===== src/rtl/core/kt_pkg.sv =====
package kt_pkg;

  // token kinds as seen on the output word
  typedef enum logic [4:0] {
    K_IDENT   = 5'd0,
    K_INT     = 5'd1,
    K_FUNC    = 5'd2,
    K_IF      = 5'd3,
    K_WHILE   = 5'd4,
    K_RETURN  = 5'd5,
    K_END     = 5'd6,
    K_LET     = 5'd7,
    K_LPAREN  = 5'd8,
    K_RPAREN  = 5'd9,
    K_COLON   = 5'd10,
    K_ASSIGN  = 5'd11,
    K_GT      = 5'd12,
    K_LT      = 5'd13,
    K_PLUS    = 5'd14,
    K_MINUS   = 5'd15,
    K_STAR    = 5'd16,
    K_SLASH   = 5'd17,
    K_UNKNOWN = 5'd18,
    K_EOF     = 5'd19
  } kind_t;

  typedef enum logic [1:0] {
    MODE_IDLE    = 2'd0,
    MODE_IDENT   = 2'd1,
    MODE_NUMBER  = 2'd2,
    MODE_COMMENT = 2'd3
  } mode_t;

  localparam int OFF_W  = 32;
  localparam int LEN_W  = 8;
  localparam int LINE_W = 20;
  localparam int COL_W  = 16;
  localparam int PREFIX_DEPTH = 6;

  localparam logic [7:0] CH_NUL   = 8'h00;
  localparam logic [7:0] CH_TAB   = 8'h09;
  localparam logic [7:0] CH_LF    = 8'h0A;
  localparam logic [7:0] CH_VT    = 8'h0B;
  localparam logic [7:0] CH_FF    = 8'h0C;
  localparam logic [7:0] CH_CR    = 8'h0D;
  localparam logic [7:0] CH_SPACE = 8'h20;
  localparam logic [7:0] CH_HASH  = 8'h23;
  localparam logic [7:0] CH_LPAR  = 8'h28;
  localparam logic [7:0] CH_RPAR  = 8'h29;
  localparam logic [7:0] CH_STAR  = 8'h2A;
  localparam logic [7:0] CH_PLUS  = 8'h2B;
  localparam logic [7:0] CH_MINUS = 8'h2D;
  localparam logic [7:0] CH_SLASH = 8'h2F;
  localparam logic [7:0] CH_COLON = 8'h3A;
  localparam logic [7:0] CH_LESS  = 8'h3C;
  localparam logic [7:0] CH_EQ    = 8'h3D;
  localparam logic [7:0] CH_GREAT = 8'h3E;
  localparam logic [7:0] CH_UNDER = 8'h5F;

  typedef struct packed {
    kind_t              kind;
    logic [OFF_W-1:0]   offset;
    logic [LEN_W-1:0]   length;
    logic [LINE_W-1:0]  line;
    logic [COL_W-1:0]   column;
  } tok_t;

  // one queue entry: everything a single source byte produced
  // tok_a is the run closed by the byte, tok_b the byte's own token
  typedef struct packed {
    logic has_a;
    logic has_b;
    tok_t tok_a;
    tok_t tok_b;
  } qent_t;

endpackage


===== src/rtl/core/kt_byte_if.sv =====
interface kt_byte_if;
  logic       valid;
  logic       ready;
  logic [7:0] source_byte;

  modport source (output valid, output source_byte, input ready);
  modport sink   (input valid, input source_byte, output ready);
endinterface


===== src/rtl/core/kt_token_if.sv =====
interface kt_token_if;
  logic        valid;
  logic        ready;
  logic [4:0]  token_kind;
  logic [31:0] token_offset;
  logic [7:0]  token_length;
  logic [19:0] line_number;
  logic [15:0] column_number;
  logic        last_of_run;

  modport source (output valid, output token_kind, output token_offset,
                  output token_length, output line_number, output column_number,
                  output last_of_run, input ready);
  modport sink   (input valid, input token_kind, input token_offset,
                  input token_length, input line_number, input column_number,
                  input last_of_run, output ready);
endinterface


===== src/rtl/core/kt_front.sv =====
module kt_front #(
  parameter int MAX_TOKEN_LENGTH = 255
) (
  input  logic           clk,
  input  logic           rst,
  kt_byte_if.sink        src,
  input  logic           q_full,
  output logic           push,
  output kt_pkg::qent_t  push_data
);
  import kt_pkg::*;

  localparam int CW      = $clog2(MAX_TOKEN_LENGTH + 2);
  localparam int LEN_CAP = (MAX_TOKEN_LENGTH < 255) ? MAX_TOKEN_LENGTH : 255;

  mode_t             mode, mode_next;
  logic [OFF_W-1:0]  start_off, start_off_next;
  logic [CW-1:0]     count, count_next;
  logic [7:0]        prefix [PREFIX_DEPTH];
  logic [LINE_W-1:0] line, line_next;
  logic [COL_W-1:0]  col, col_next;
  logic [OFF_W-1:0]  off, off_next;

  logic [7:0]        c;
  logic              acc, is_let, is_num, is_blank;
  logic              cmt_stay, ext, closing, dispatch, b_valid;
  logic [LINE_W-1:0] line_c;
  logic [COL_W-1:0]  col_c;
  logic              pf_we;
  logic [2:0]        pf_idx;
  logic [CW-1:0]     run_base;
  logic [LEN_W-1:0]  run_len;
  kind_t             word_kind, b_kind;

  function automatic kind_t single_kind(input logic [7:0] ch);
    kind_t k;
    unique case (ch)
      CH_LPAR:  k = K_LPAREN;
      CH_RPAR:  k = K_RPAREN;
      CH_COLON: k = K_COLON;
      CH_EQ:    k = K_ASSIGN;
      CH_GREAT: k = K_GT;
      CH_LESS:  k = K_LT;
      CH_PLUS:  k = K_PLUS;
      CH_MINUS: k = K_MINUS;
      CH_STAR:  k = K_STAR;
      CH_SLASH: k = K_SLASH;
      default:  k = K_UNKNOWN;
    endcase
    return k;
  endfunction

  assign c      = src.source_byte;
  assign src.ready = !q_full;
  assign acc    = src.valid && src.ready;

  assign is_let = (c >= "a" && c <= "z") || (c >= "A" && c <= "Z") || c == CH_UNDER;
  assign is_num = (c >= "0" && c <= "9");
  assign is_blank = c == CH_SPACE || c == CH_TAB || c == CH_VT || c == CH_FF
                 || c == CH_CR || c == CH_LF;

  assign cmt_stay = (mode == MODE_COMMENT) && c != CH_LF && c != CH_NUL;
  assign ext      = ((mode == MODE_IDENT) && (is_let || is_num))
                 || ((mode == MODE_NUMBER) && is_num);
  assign closing  = ((mode == MODE_IDENT) && !(is_let || is_num))
                 || ((mode == MODE_NUMBER) && !is_num);
  assign dispatch = !cmt_stay && !ext;
  assign b_valid  = dispatch && (c == CH_NUL || (!is_blank && c != CH_HASH
                                                 && !is_let && !is_num));

  // counters after this byte is consumed
  always_comb begin
    if (c == CH_LF || c == CH_CR) begin
      line_c = (line != '1) ? line + 1'b1 : line;
      col_c  = '0;
    end else begin
      line_c = line;
      col_c  = (col != '1) ? col + 1'b1 : col;
    end
  end

  // keyword match on the stored prefix; a long run never matches
  always_comb begin
    word_kind = K_IDENT;
    unique case (prefix[0])
      "f": if (count == CW'(4) && prefix[1] == "u" && prefix[2] == "n" && prefix[3] == "c")
             word_kind = K_FUNC;
      "i": if (count == CW'(2) && prefix[1] == "f")
             word_kind = K_IF;
      "w": if (count == CW'(5) && prefix[1] == "h" && prefix[2] == "i" && prefix[3] == "l"
               && prefix[4] == "e")
             word_kind = K_WHILE;
      "r": if (count == CW'(6) && prefix[1] == "e" && prefix[2] == "t" && prefix[3] == "u"
               && prefix[4] == "r" && prefix[5] == "n")
             word_kind = K_RETURN;
      "e": if (count == CW'(3) && prefix[1] == "n" && prefix[2] == "d")
             word_kind = K_END;
      "l": if (count == CW'(3) && prefix[1] == "e" && prefix[2] == "t")
             word_kind = K_LET;
      default: word_kind = K_IDENT;
    endcase
  end

  assign run_len = (count > CW'(LEN_CAP)) ? LEN_W'(LEN_CAP) : LEN_W'(count);
  assign b_kind  = (c == CH_NUL) ? K_EOF : single_kind(c);

  always_comb begin
    push_data.has_a        = closing;
    push_data.has_b        = b_valid;
    push_data.tok_a.kind   = (mode == MODE_NUMBER) ? K_INT : word_kind;
    push_data.tok_a.offset = start_off;
    push_data.tok_a.length = run_len;
    push_data.tok_a.line   = line;
    push_data.tok_a.column = col;
    push_data.tok_b.kind   = b_kind;
    push_data.tok_b.offset = off;
    push_data.tok_b.length = LEN_W'(1);
    push_data.tok_b.line   = line_c;
    push_data.tok_b.column = col_c;
  end

  assign push = acc && (closing || b_valid);

  // next state
  always_comb begin
    mode_next      = mode;
    start_off_next = start_off;
    count_next     = count;
    line_next      = line_c;
    col_next       = col_c;
    off_next       = off + 1'b1;
    pf_we          = 1'b0;
    pf_idx         = 3'd0;
    run_base       = count;
    if (ext) begin
      pf_we  = (count < CW'(PREFIX_DEPTH));
      pf_idx = count[2:0];
    end
    if (dispatch) begin
      mode_next = MODE_IDLE;
      priority if (c == CH_NUL) begin
        start_off_next = '0;
        count_next     = '0;
        line_next      = LINE_W'(1);
        col_next       = '0;
        off_next       = '0;
      end else if (c == CH_HASH) begin
        mode_next = MODE_COMMENT;
      end else if (is_let || is_num) begin
        mode_next      = is_let ? MODE_IDENT : MODE_NUMBER;
        start_off_next = off;
        run_base       = '0;
        pf_we          = 1'b1;
        pf_idx         = 3'd0;
      end else begin
        // blank or single-byte token: back to idle
        mode_next = MODE_IDLE;
      end
    end
    if (ext || (dispatch && c != CH_NUL && (is_let || is_num))) begin
      count_next = (run_base < CW'(MAX_TOKEN_LENGTH + 1)) ? run_base + 1'b1 : run_base;
    end
  end

  always_ff @(posedge clk) begin
    if (rst) begin
      mode      <= MODE_IDLE;
      start_off <= '0;
      count     <= '0;
      line      <= LINE_W'(1);
      col       <= '0;
      off       <= '0;
    end else if (acc) begin
      mode      <= mode_next;
      start_off <= start_off_next;
      count     <= count_next;
      line      <= line_next;
      col       <= col_next;
      off       <= off_next;
    end
  end

  always_ff @(posedge clk) begin
    if (acc && pf_we) prefix[pf_idx] <= c;
  end

  a_eof_restart: assert property (@(posedge clk) disable iff (rst)
    (acc && c == CH_NUL) |=> (line == LINE_W'(1) && col == '0 && off == '0
                              && mode == MODE_IDLE))
    else $error("counters not restarted after end of source");

  a_run_nonempty: assert property (@(posedge clk) disable iff (rst)
    (mode == MODE_IDENT || mode == MODE_NUMBER) |-> count != '0)
    else $error("open run with zero length");

endmodule


===== src/rtl/core/kt_queue.sv =====
module kt_queue #(
  parameter int DEPTH = 4
) (
  input  logic           clk,
  input  logic           rst,
  input  logic           push,
  input  kt_pkg::qent_t  push_data,
  output logic           full,
  input  logic           pop,
  output logic           head_valid,
  output kt_pkg::qent_t  head_data
);
  import kt_pkg::*;

  localparam int PW = (DEPTH > 1) ? $clog2(DEPTH) : 1;
  localparam int NW = $clog2(DEPTH + 1);

  qent_t         slots [DEPTH];
  logic [PW-1:0] wr_ptr, rd_ptr;
  logic [NW-1:0] fill;

  assign full       = (fill == NW'(DEPTH));
  assign head_valid = (fill != '0);
  assign head_data  = slots[rd_ptr];

  always_ff @(posedge clk) begin
    if (rst) begin
      wr_ptr <= '0;
      rd_ptr <= '0;
      fill   <= '0;
    end else begin
      if (push) wr_ptr <= (wr_ptr == PW'(DEPTH - 1)) ? '0 : wr_ptr + 1'b1;
      if (pop)  rd_ptr <= (rd_ptr == PW'(DEPTH - 1)) ? '0 : rd_ptr + 1'b1;
      if (push && !pop)      fill <= fill + 1'b1;
      else if (pop && !push) fill <= fill - 1'b1;
    end
  end

  always_ff @(posedge clk) begin
    if (push) slots[wr_ptr] <= push_data;
  end

  a_no_overflow: assert property (@(posedge clk) disable iff (rst)
    push |-> (!full || pop))
    else $error("push into full queue");

  a_entry_has_token: assert property (@(posedge clk) disable iff (rst)
    push |-> (push_data.has_a || push_data.has_b))
    else $error("empty entry pushed");

endmodule


===== src/rtl/core/kt_back.sv =====
module kt_back (
  input  logic           clk,
  input  logic           rst,
  input  logic           head_valid,
  input  kt_pkg::qent_t  head_data,
  output logic           pop,
  kt_token_if.source     tok
);
  import kt_pkg::*;

  logic  a_done;
  logic  out_valid;
  tok_t  out_tok;
  logic  out_last;

  logic  load, take_a;
  tok_t  sel_tok;
  logic  sel_last;

  assign load     = head_valid && (!out_valid || tok.ready);
  assign take_a   = head_data.has_a && !a_done;
  assign sel_tok  = take_a ? head_data.tok_a : head_data.tok_b;
  assign sel_last = take_a ? !head_data.has_b : 1'b1;
  // an entry with two tokens stays at the head until its second one goes out
  assign pop      = load && !(take_a && head_data.has_b);

  always_ff @(posedge clk) begin
    if (rst) begin
      a_done    <= 1'b0;
      out_valid <= 1'b0;
    end else begin
      if (load) begin
        a_done    <= take_a && head_data.has_b;
        out_valid <= 1'b1;
      end else if (tok.ready) begin
        out_valid <= 1'b0;
      end
    end
  end

  always_ff @(posedge clk) begin
    if (load) begin
      out_tok  <= sel_tok;
      out_last <= sel_last;
    end
  end

  assign tok.valid         = out_valid;
  assign tok.token_kind    = out_tok.kind;
  assign tok.token_offset  = out_tok.offset;
  assign tok.token_length  = out_tok.length;
  assign tok.line_number   = out_tok.line;
  assign tok.column_number = out_tok.column;
  assign tok.last_of_run   = out_last;

  a_split_pending: assert property (@(posedge clk) disable iff (rst)
    a_done |-> (head_valid && head_data.has_a && head_data.has_b))
    else $error("split entry lost from head");

  a_second_is_last: assert property (@(posedge clk) disable iff (rst)
    (load && !take_a) |=> (out_valid && out_last))
    else $error("second token not marked last");

endmodule


===== src/rtl/core/keyword_tokenizer.sv =====
// Channel | Dir | Modport            | Word
// src     | in  | kt_byte_if.sink    | one source byte, 0 = end of source
// tok     | out | kt_token_if.source | one token: kind, offset, length, line, column, last
//
// One source byte is accepted per cycle while the token queue has room.
// A byte that only closes a run, or only makes its own token, yields one output
// token; a byte that does both yields two, and the output register moves one token
// per cycle when not stalled. Each passes a queue slot, then the output register.
// Reset (rst, synchronous) clears mode and counters; no clearing pass.
// Output stalls back up through the queue and then drop src.ready.
module keyword_tokenizer #(
  parameter int MAX_TOKEN_LENGTH = 255,
  parameter int QUEUE_DEPTH      = 4
) (
  input  logic       clk,
  input  logic       rst,
  kt_byte_if.sink    src,
  kt_token_if.source tok
);
  import kt_pkg::*;

  // front -> queue
  logic  push;
  qent_t push_data;
  logic  q_full;
  // queue -> back
  logic  pop;
  logic  head_valid;
  qent_t head_data;

  // front: classifies each byte, tracks line/column/offset, builds the
  // closing token of an open run and the byte's own token in one entry
  kt_front #(
    .MAX_TOKEN_LENGTH(MAX_TOKEN_LENGTH)
  ) u_front (
    .clk       (clk),
    .rst       (rst),
    .src       (src),
    .q_full    (q_full),
    .push      (push),
    .push_data (push_data)
  );

  // short queue so a stalled output does not stop the scanner at once
  kt_queue #(
    .DEPTH(QUEUE_DEPTH)
  ) u_queue (
    .clk        (clk),
    .rst        (rst),
    .push       (push),
    .push_data  (push_data),
    .full       (q_full),
    .pop        (pop),
    .head_valid (head_valid),
    .head_data  (head_data)
  );

  // back: splits each entry into one or two output words, marks the last
  kt_back u_back (
    .clk        (clk),
    .rst        (rst),
    .head_valid (head_valid),
    .head_data  (head_data),
    .pop        (pop),
    .tok        (tok)
  );

endmodule

===== src/flat_wrapper.sv =====
// flat-port wrapper written by rule: the top's interface ports become plain ports
module keyword_tokenizer_flat import kt_pkg::*;
#(
  parameter int MAX_TOKEN_LENGTH = 255,
  parameter int QUEUE_DEPTH      = 4
)
  (clk, rst, src_valid, src_source_byte, src_ready, tok_valid, tok_token_kind, tok_token_offset, tok_token_length, tok_line_number, tok_column_number, tok_last_of_run, tok_ready);
  kt_byte_if src_i ();
  kt_token_if tok_i ();
  input  logic clk;
  input  logic rst;
  input wire logic [$bits(src_i.valid)-1:0] src_valid;
  input wire logic [$bits(src_i.source_byte)-1:0] src_source_byte;
  output wire logic [$bits(src_i.ready)-1:0] src_ready;
  output wire logic [$bits(tok_i.valid)-1:0] tok_valid;
  output wire logic [$bits(tok_i.token_kind)-1:0] tok_token_kind;
  output wire logic [$bits(tok_i.token_offset)-1:0] tok_token_offset;
  output wire logic [$bits(tok_i.token_length)-1:0] tok_token_length;
  output wire logic [$bits(tok_i.line_number)-1:0] tok_line_number;
  output wire logic [$bits(tok_i.column_number)-1:0] tok_column_number;
  output wire logic [$bits(tok_i.last_of_run)-1:0] tok_last_of_run;
  input wire logic [$bits(tok_i.ready)-1:0] tok_ready;
  assign src_i.valid = src_valid;
  assign src_i.source_byte = src_source_byte;
  assign src_ready = src_i.ready;
  assign tok_valid = tok_i.valid;
  assign tok_token_kind = tok_i.token_kind;
  assign tok_token_offset = tok_i.token_offset;
  assign tok_token_length = tok_i.token_length;
  assign tok_line_number = tok_i.line_number;
  assign tok_column_number = tok_i.column_number;
  assign tok_last_of_run = tok_i.last_of_run;
  assign tok_i.ready = tok_ready;
  keyword_tokenizer #(.MAX_TOKEN_LENGTH(MAX_TOKEN_LENGTH), .QUEUE_DEPTH(QUEUE_DEPTH)) u_core (.clk(clk), .rst(rst), .src(src_i), .tok(tok_i));
endmodule

===== config.mk =====
export PLATFORM = sky130hd
export DESIGN_NAME = keyword_tokenizer_flat
export DESIGN_NICKNAME = d
export VERILOG_FILES = /design/src/rtl/core/kt_pkg.sv /design/src/rtl/core/kt_byte_if.sv /design/src/rtl/core/kt_token_if.sv /design/src/rtl/core/kt_front.sv /design/src/rtl/core/kt_queue.sv /design/src/rtl/core/kt_back.sv /design/src/rtl/core/keyword_tokenizer.sv /design/src/flat_wrapper.sv
export SDC_FILE = /design/constraint.sdc
export NUM_CORES = 1
export LEC_CHECK = 0
export BUFFER_PORTS_ARGS = -buffer_cell sky130_fd_sc_hd__buf_4
export CAP_MARGIN = 10
export CORE_AREA = 4 4 281 283
export DETAILED_ROUTE_END_ITERATION = 6
export DIE_AREA = 0 0 285 287
export PLACE_DENSITY = 0.75
export SETUP_SLACK_MARGIN = 0.05
export SLEW_MARGIN = 20
export SYNTH_ARGS = -nofsm -noshare
export SYNTH_HDL_FRONTEND = slang
export SYNTH_SLANG_ARGS = --single-unit

===== constraint.sdc =====
create_clock -name clk -period 9.2 [get_ports clk]
set_input_delay 0.92 -clock clk [delete_from_list [all_inputs] [get_ports clk]]
set_output_delay 0.92 -clock clk [all_outputs]
set_load 0.005 [all_outputs]

==> results by stage <==
Status:
- The flow ran to the end, and the final reports show no timing, DRC or antenna violations.

Timing:
- For the final database, setup skew stands at 0.02484 ns.
- The minimum period implied by the final worst setup slack is approximately 4.2 ns.
- Setup violations remaining at the end of the flow were counted as 0.
- Setup repair after global routing left no endpoint under its margin.
- Derived from the worst setup path, the maximum achievable clock frequency is 235.7 MHz.
- The post-route fraction of the period consumed by the critical path is 0.4611.
- The max-slew violation total from the final report is 0.
- Measured against its own limit, the worst slew margin works out to 0.2726.
- At the pin with the least slew margin, the transition time is 1.091 ns.
- The worst path setup slack after routing is 4.957 ns.
- The number of hold-slack violations in the final timing report came to 0.

Yosys:
- By area, the combinational part of the netlist is dominated by multiplexers.
- In this run the cell area of the synthesized design comes to 34090 sq um.
- The adder-cell area share of the yosys netlist is 0.004257.
- The share of synthesized area occupied by flip-flops and latches is 0.7287.
- Of the post-synthesis cell area, the dominant cell type holds 0.6571.
- Counting flops and latches in the post-synthesis netlist gives between 800 and 900.
- The post-synthesis simple-gate area fraction is 0.06386.
- The synthesized netlist contains 85 unique library cells.
- Synthesis produced a netlist with a net count of around 1900.
- In the synthesized netlist the async set-or-reset flop fraction comes to 0.
- Of the total synthesized cell area, the portion taken by XOR and XNOR cells is 0.01516.
- The mux share of post-synthesis cell area is 0.1304.
- The most used flip-flop cell after synthesis is sky130_fd_sc_hd__edfxtp_1.
- In the synthesized netlist, the number of instances is 1894.
- The synthesis warning total is 0.
- The number of synthesized flops with an enable pin is 746.
- The synthesized area per cell is 18.00 sq um.
- The compound-gate portion of the synthesized area came to 0.03938.
- The biggest area contributor in the post-synthesis netlist is sky130_fd_sc_hd__edfxtp_1.
- By area the synthesized netlist is led by sky130_fd_sc_hd__edfxtp_1, sky130_fd_sc_hd__mux4_2, sky130_fd_sc_hd__dfxtp_1.

Power and ir drop:
- The total power is 10.63 mW.
- In this run the static leakage power is 12.98 nW.
- The maximum resistive drop on vdd is 0.2036 mV.
- The power density of the placed cells is 275.3 nW/um^2.

CTS:
- In this run, post-CTS repair resized a total of 0 instances.
- TritonCTS built the clock tree.
- TritonCTS created 85 clock buffers.
- The H-tree was split into 3 levels.
- The clock tree root driver cell is sky130_fd_sc_hd__clkbuf_16.
- The later pin in the worst-skew pair is clocked with a latency of 0.64 ns.
- After clock tree synthesis, the flow added hold-fix buffers numbering 0.
- The maximum clock insertion buffer count is 3.
- The clock drives 868 sinks.
- Clock-pin slew was measured on the worst setup and hold paths at 0.06 ns.
- The count of buffers added by post-CTS timing repair for setup is 0.

Cells and area:
- The utilization of the core after routing is 0.5033.
- The net total in the final layout is 2027.
- From synthesis to final layout, the design area changed by 13.23%.
- After filler insertion, the fill cell instance count of the layout stands at 6047.
- The number of inserted diodes is 0.
- Once layout is complete, the cells apart from fillers number 3117.
- The share of final-layout standard cells stronger than drive strength 1 is 0.2427.

Routing:
- For this block, the via count after detailed routing is around 18000.
- The first detailed-routing pass took 5 iterations.
- The via count normalized by instance count is 5.616.
- The post-detailed-routing wire length is about 68000 um.
- The routed wire length per instance is 21.74 um.
- The detail route stage leaves a number of antenna-violating nets equal to 0.
- The number of design rule violations left after detail routing is 0.
- In this run, the number of DRC markers left after iteration 0 of detailed routing was 1746.

Placement:
- The HPWL after detailed placement is 39530 um.
- The placer's final routability congestion estimate is approximately 0.8.
- Once placement completed, the tool counted placed cells totaling ~3000.
- The pre-CTS setup slack is 4.324 ns.
- The number of I/O port buffers is 95.

Die:
- For this configuration, the core starts out at a cell density of 0.4445.
- The die covers between 80000 and 90000 sq um.
- The area of the core is 76700 sq um.
- After floorplanning, the core was divided into 102 placement rows.
- The die is 285 um wide.
- The die is 287 um tall.
- Pin placement for this block handled between 90 and 100 I/O pins.

Setup path:
- STA classifies the critical path startpoint as an input port.
- The peak fanout along the critical path is between 70 and 80.
- The category of the critical setup timing path is in -> reg.
- The kind of end point of the critical path is a flop.
- STA puts the critical path data arrival time at 4.49 ns.
- The data required time of the critical path is 9.44 ns.

GRT:
- The number of global-route vias before repair came to ~18000.
- The maximum number of pins on one net before global-route repair is 76.
- The global-route wire length before repair is around 110000 um.
- The initial antenna violation count is 0.
- The global-route total usage across every layer is 0.1651.
- The remaining global-route overflow is 0.

Job:
- The count of maximum capacitance violations is 0.

Hold path:
- The min-delay analysis places its worst path in the category reg -> reg.
## flip-flops by register name, indices dropped and copies added (netlist names), 9 cells and up, named ones only
name,flops
u_core.u_front.col,16
u_core.u_front.prefix,48
u_core.u_queue.slots,616
u_core.u_back.tok.column_number,16
u_core.u_back.tok.line_number,20
u_core.u_front.line,20
u_core.u_front.start_off,32
u_core.u_front.off,32
u_core.u_front.count,9
u_core.u_back.tok.token_offset,32
## cells in the mapped netlist, types with 4 or more instances
cell,n
sky130_fd_sc_hd__mux2_4,8
sky130_fd_sc_hd__or3_1,22
sky130_fd_sc_hd__buf_6,8
sky130_fd_sc_hd__mux2_2,65
sky130_fd_sc_hd__xor2_1,15
sky130_fd_sc_hd__nor4bb_1,4
sky130_fd_sc_hd__ha_1,10
sky130_fd_sc_hd__nor2_1,88
sky130_fd_sc_hd__nand2b_1,14
sky130_fd_sc_hd__nand3_1,39
sky130_fd_sc_hd__a21oi_1,47
sky130_fd_sc_hd__nor2b_1,17
sky130_fd_sc_hd__or2_2,9
sky130_fd_sc_hd__inv_1,23
sky130_fd_sc_hd__nor3_1,40
sky130_fd_sc_hd__dfxtp_1,122
sky130_fd_sc_hd__a41oi_1,4
sky130_fd_sc_hd__clkbuf_1,57
sky130_fd_sc_hd__edfxtp_1,746
sky130_fd_sc_hd__xnor2_1,44
sky130_fd_sc_hd__mux4_1,4
sky130_fd_sc_hd__and4_1,6
sky130_fd_sc_hd__o21ai_0,34
sky130_fd_sc_hd__a31oi_1,18
sky130_fd_sc_hd__o31ai_1,7
sky130_fd_sc_hd__and3_1,12
sky130_fd_sc_hd__or4_1,5
sky130_fd_sc_hd__buf_8,4
sky130_fd_sc_hd__mux4_2,150
sky130_fd_sc_hd__a22o_1,43
sky130_fd_sc_hd__o211ai_1,5
sky130_fd_sc_hd__mux2i_1,10
sky130_fd_sc_hd__nand2_1,75
sky130_fd_sc_hd__nand4_1,21
sky130_fd_sc_hd__and2_1,9
sky130_fd_sc_hd__a22oi_1,4
sky130_fd_sc_hd__nor4_1,11
sky130_fd_sc_hd__buf_2,20
sky130_fd_sc_hd__buf_4,5
sky130_fd_sc_hd__nand4b_1,7
## cell families after synthesis
| logic type | Yosys count |
|---|---|
| flip-flops | 868 |
| AND/OR/NAND/NOR | 403 |
| multiplexers | 238 |
| AO/OA/AOI/OAI | 194 |
| buffers and inverters | 121 |
| XOR/XNOR | 59 |
| adder cells (fa/ha/maj) | 11 |
## layer usage
| metal | vias up | global-route usage | wire, um |
|---|---|---|---|
| met5 | - | 0 | 0 |
| met4 | 0 | 0.04442 | 1139 |
| met3 | 93 | 0.02831 | 3964 |
| met2 | 577 | 0.2857 | 34700 |
| met1 | 9024 | 0.2180 | 27960 |
| li1 | 7812 | - | - |
## path summary, 6_finish.rpt
| path | from | end | slack, ns | cells after the start |
|---|---|---|---|---|
| setup / recovery | src_source_byte[1] | u_core.u_queue.slots[0][77]$_DFFE_PP_ | 4.96 | 8 |
| setup reg to reg | flop | u_core.u_back.tok.token_offset[18]$_DFFE_PP_ | 5.23 | 5 |
| hold reg to reg | u_core.u_queue.rd_ptr[0]$_SDFFE_PP0P_ | flop | 0.49 | 2 |
| hold / removal | u_core.u_queue.rd_ptr[0]$_SDFFE_PP0P_ | flop | 0.49 | 2 |
## stage by stage
stage / hold WS, ns / area, sq um / TNS (ns)
5_1_grt: 0.5129 / 38600 / 0
4_1_cts: 0.4867 / 38540 / 0
3_3_place_gp: 0.4632 / 35810 / 0
2_1_floorplan: 0.4511 / 34090 / -236.22
6_report: 0.4906 / 38600 / 0
3_5_place_dp: 0.4793 / 35810 / 0
## power breakdown
| part | switching [mW] | internal, mW | total [mW] |
|---|---|---|---|
| clock | 1.43 | 1.93 | 3.35 |
| combinational | 1.08 | 1.16 | 2.23 |
| sequential | 0.242 | 4.80 | 5.04 |
| total | 2.75 | 7.88 | 10.6 |
## final cells by class
class	count	area, sq um	share of cell area
Clock buffer	117	2328	0.06032
Clock inverter	43	402.9	0.01044
Timing Repair Buffer	121	940.9	0.02437
Inverter	23	86.33	0.002236
Multi-Input combinational cell	905	8691	0.2251
Sequential cell	868	24850	0.6438
Tap cell	1040	1301	0.03371
## cells in the final DEF, fill, tap and decap left out, types with 18 or more instances in the layout
cell,n
sky130_fd_sc_hd__or3_1,22
sky130_fd_sc_hd__nor3_1,38
sky130_fd_sc_hd__a21oi_1,45
sky130_fd_sc_hd__buf_4,117
sky130_fd_sc_hd__clkbuf_16,86
sky130_fd_sc_hd__nand2_1,75
sky130_fd_sc_hd__mux4_2,150
sky130_fd_sc_hd__o21ai_0,34
sky130_fd_sc_hd__a31oi_1,18
sky130_fd_sc_hd__nand4_1,21
sky130_fd_sc_hd__xnor2_1,44
sky130_fd_sc_hd__clkbuf_1,25
sky130_fd_sc_hd__edfxtp_1,746
sky130_fd_sc_hd__a22o_1,43
sky130_fd_sc_hd__inv_1,23
sky130_fd_sc_hd__nand3_1,39
sky130_fd_sc_hd__dfxtp_1,120
sky130_fd_sc_hd__mux2_2,65
sky130_fd_sc_hd__nor2_1,88
## critical path, stage by stage
cell and delay (ns):
sky130_fd_sc_hd__buf_4 0.22, sky130_fd_sc_hd__and2_1 0.20, sky130_fd_sc_hd__o2111ai_1 0.20, sky130_fd_sc_hd__a21boi_2 0.55, sky130_fd_sc_hd__a22o_1 0.35, sky130_fd_sc_hd__a21oi_2 0.21
sky130_fd_sc_hd__nor2b_4 0.80, sky130_fd_sc_hd__buf_4 0.96
Note: power is estimated with default switching activity, not from simulation.
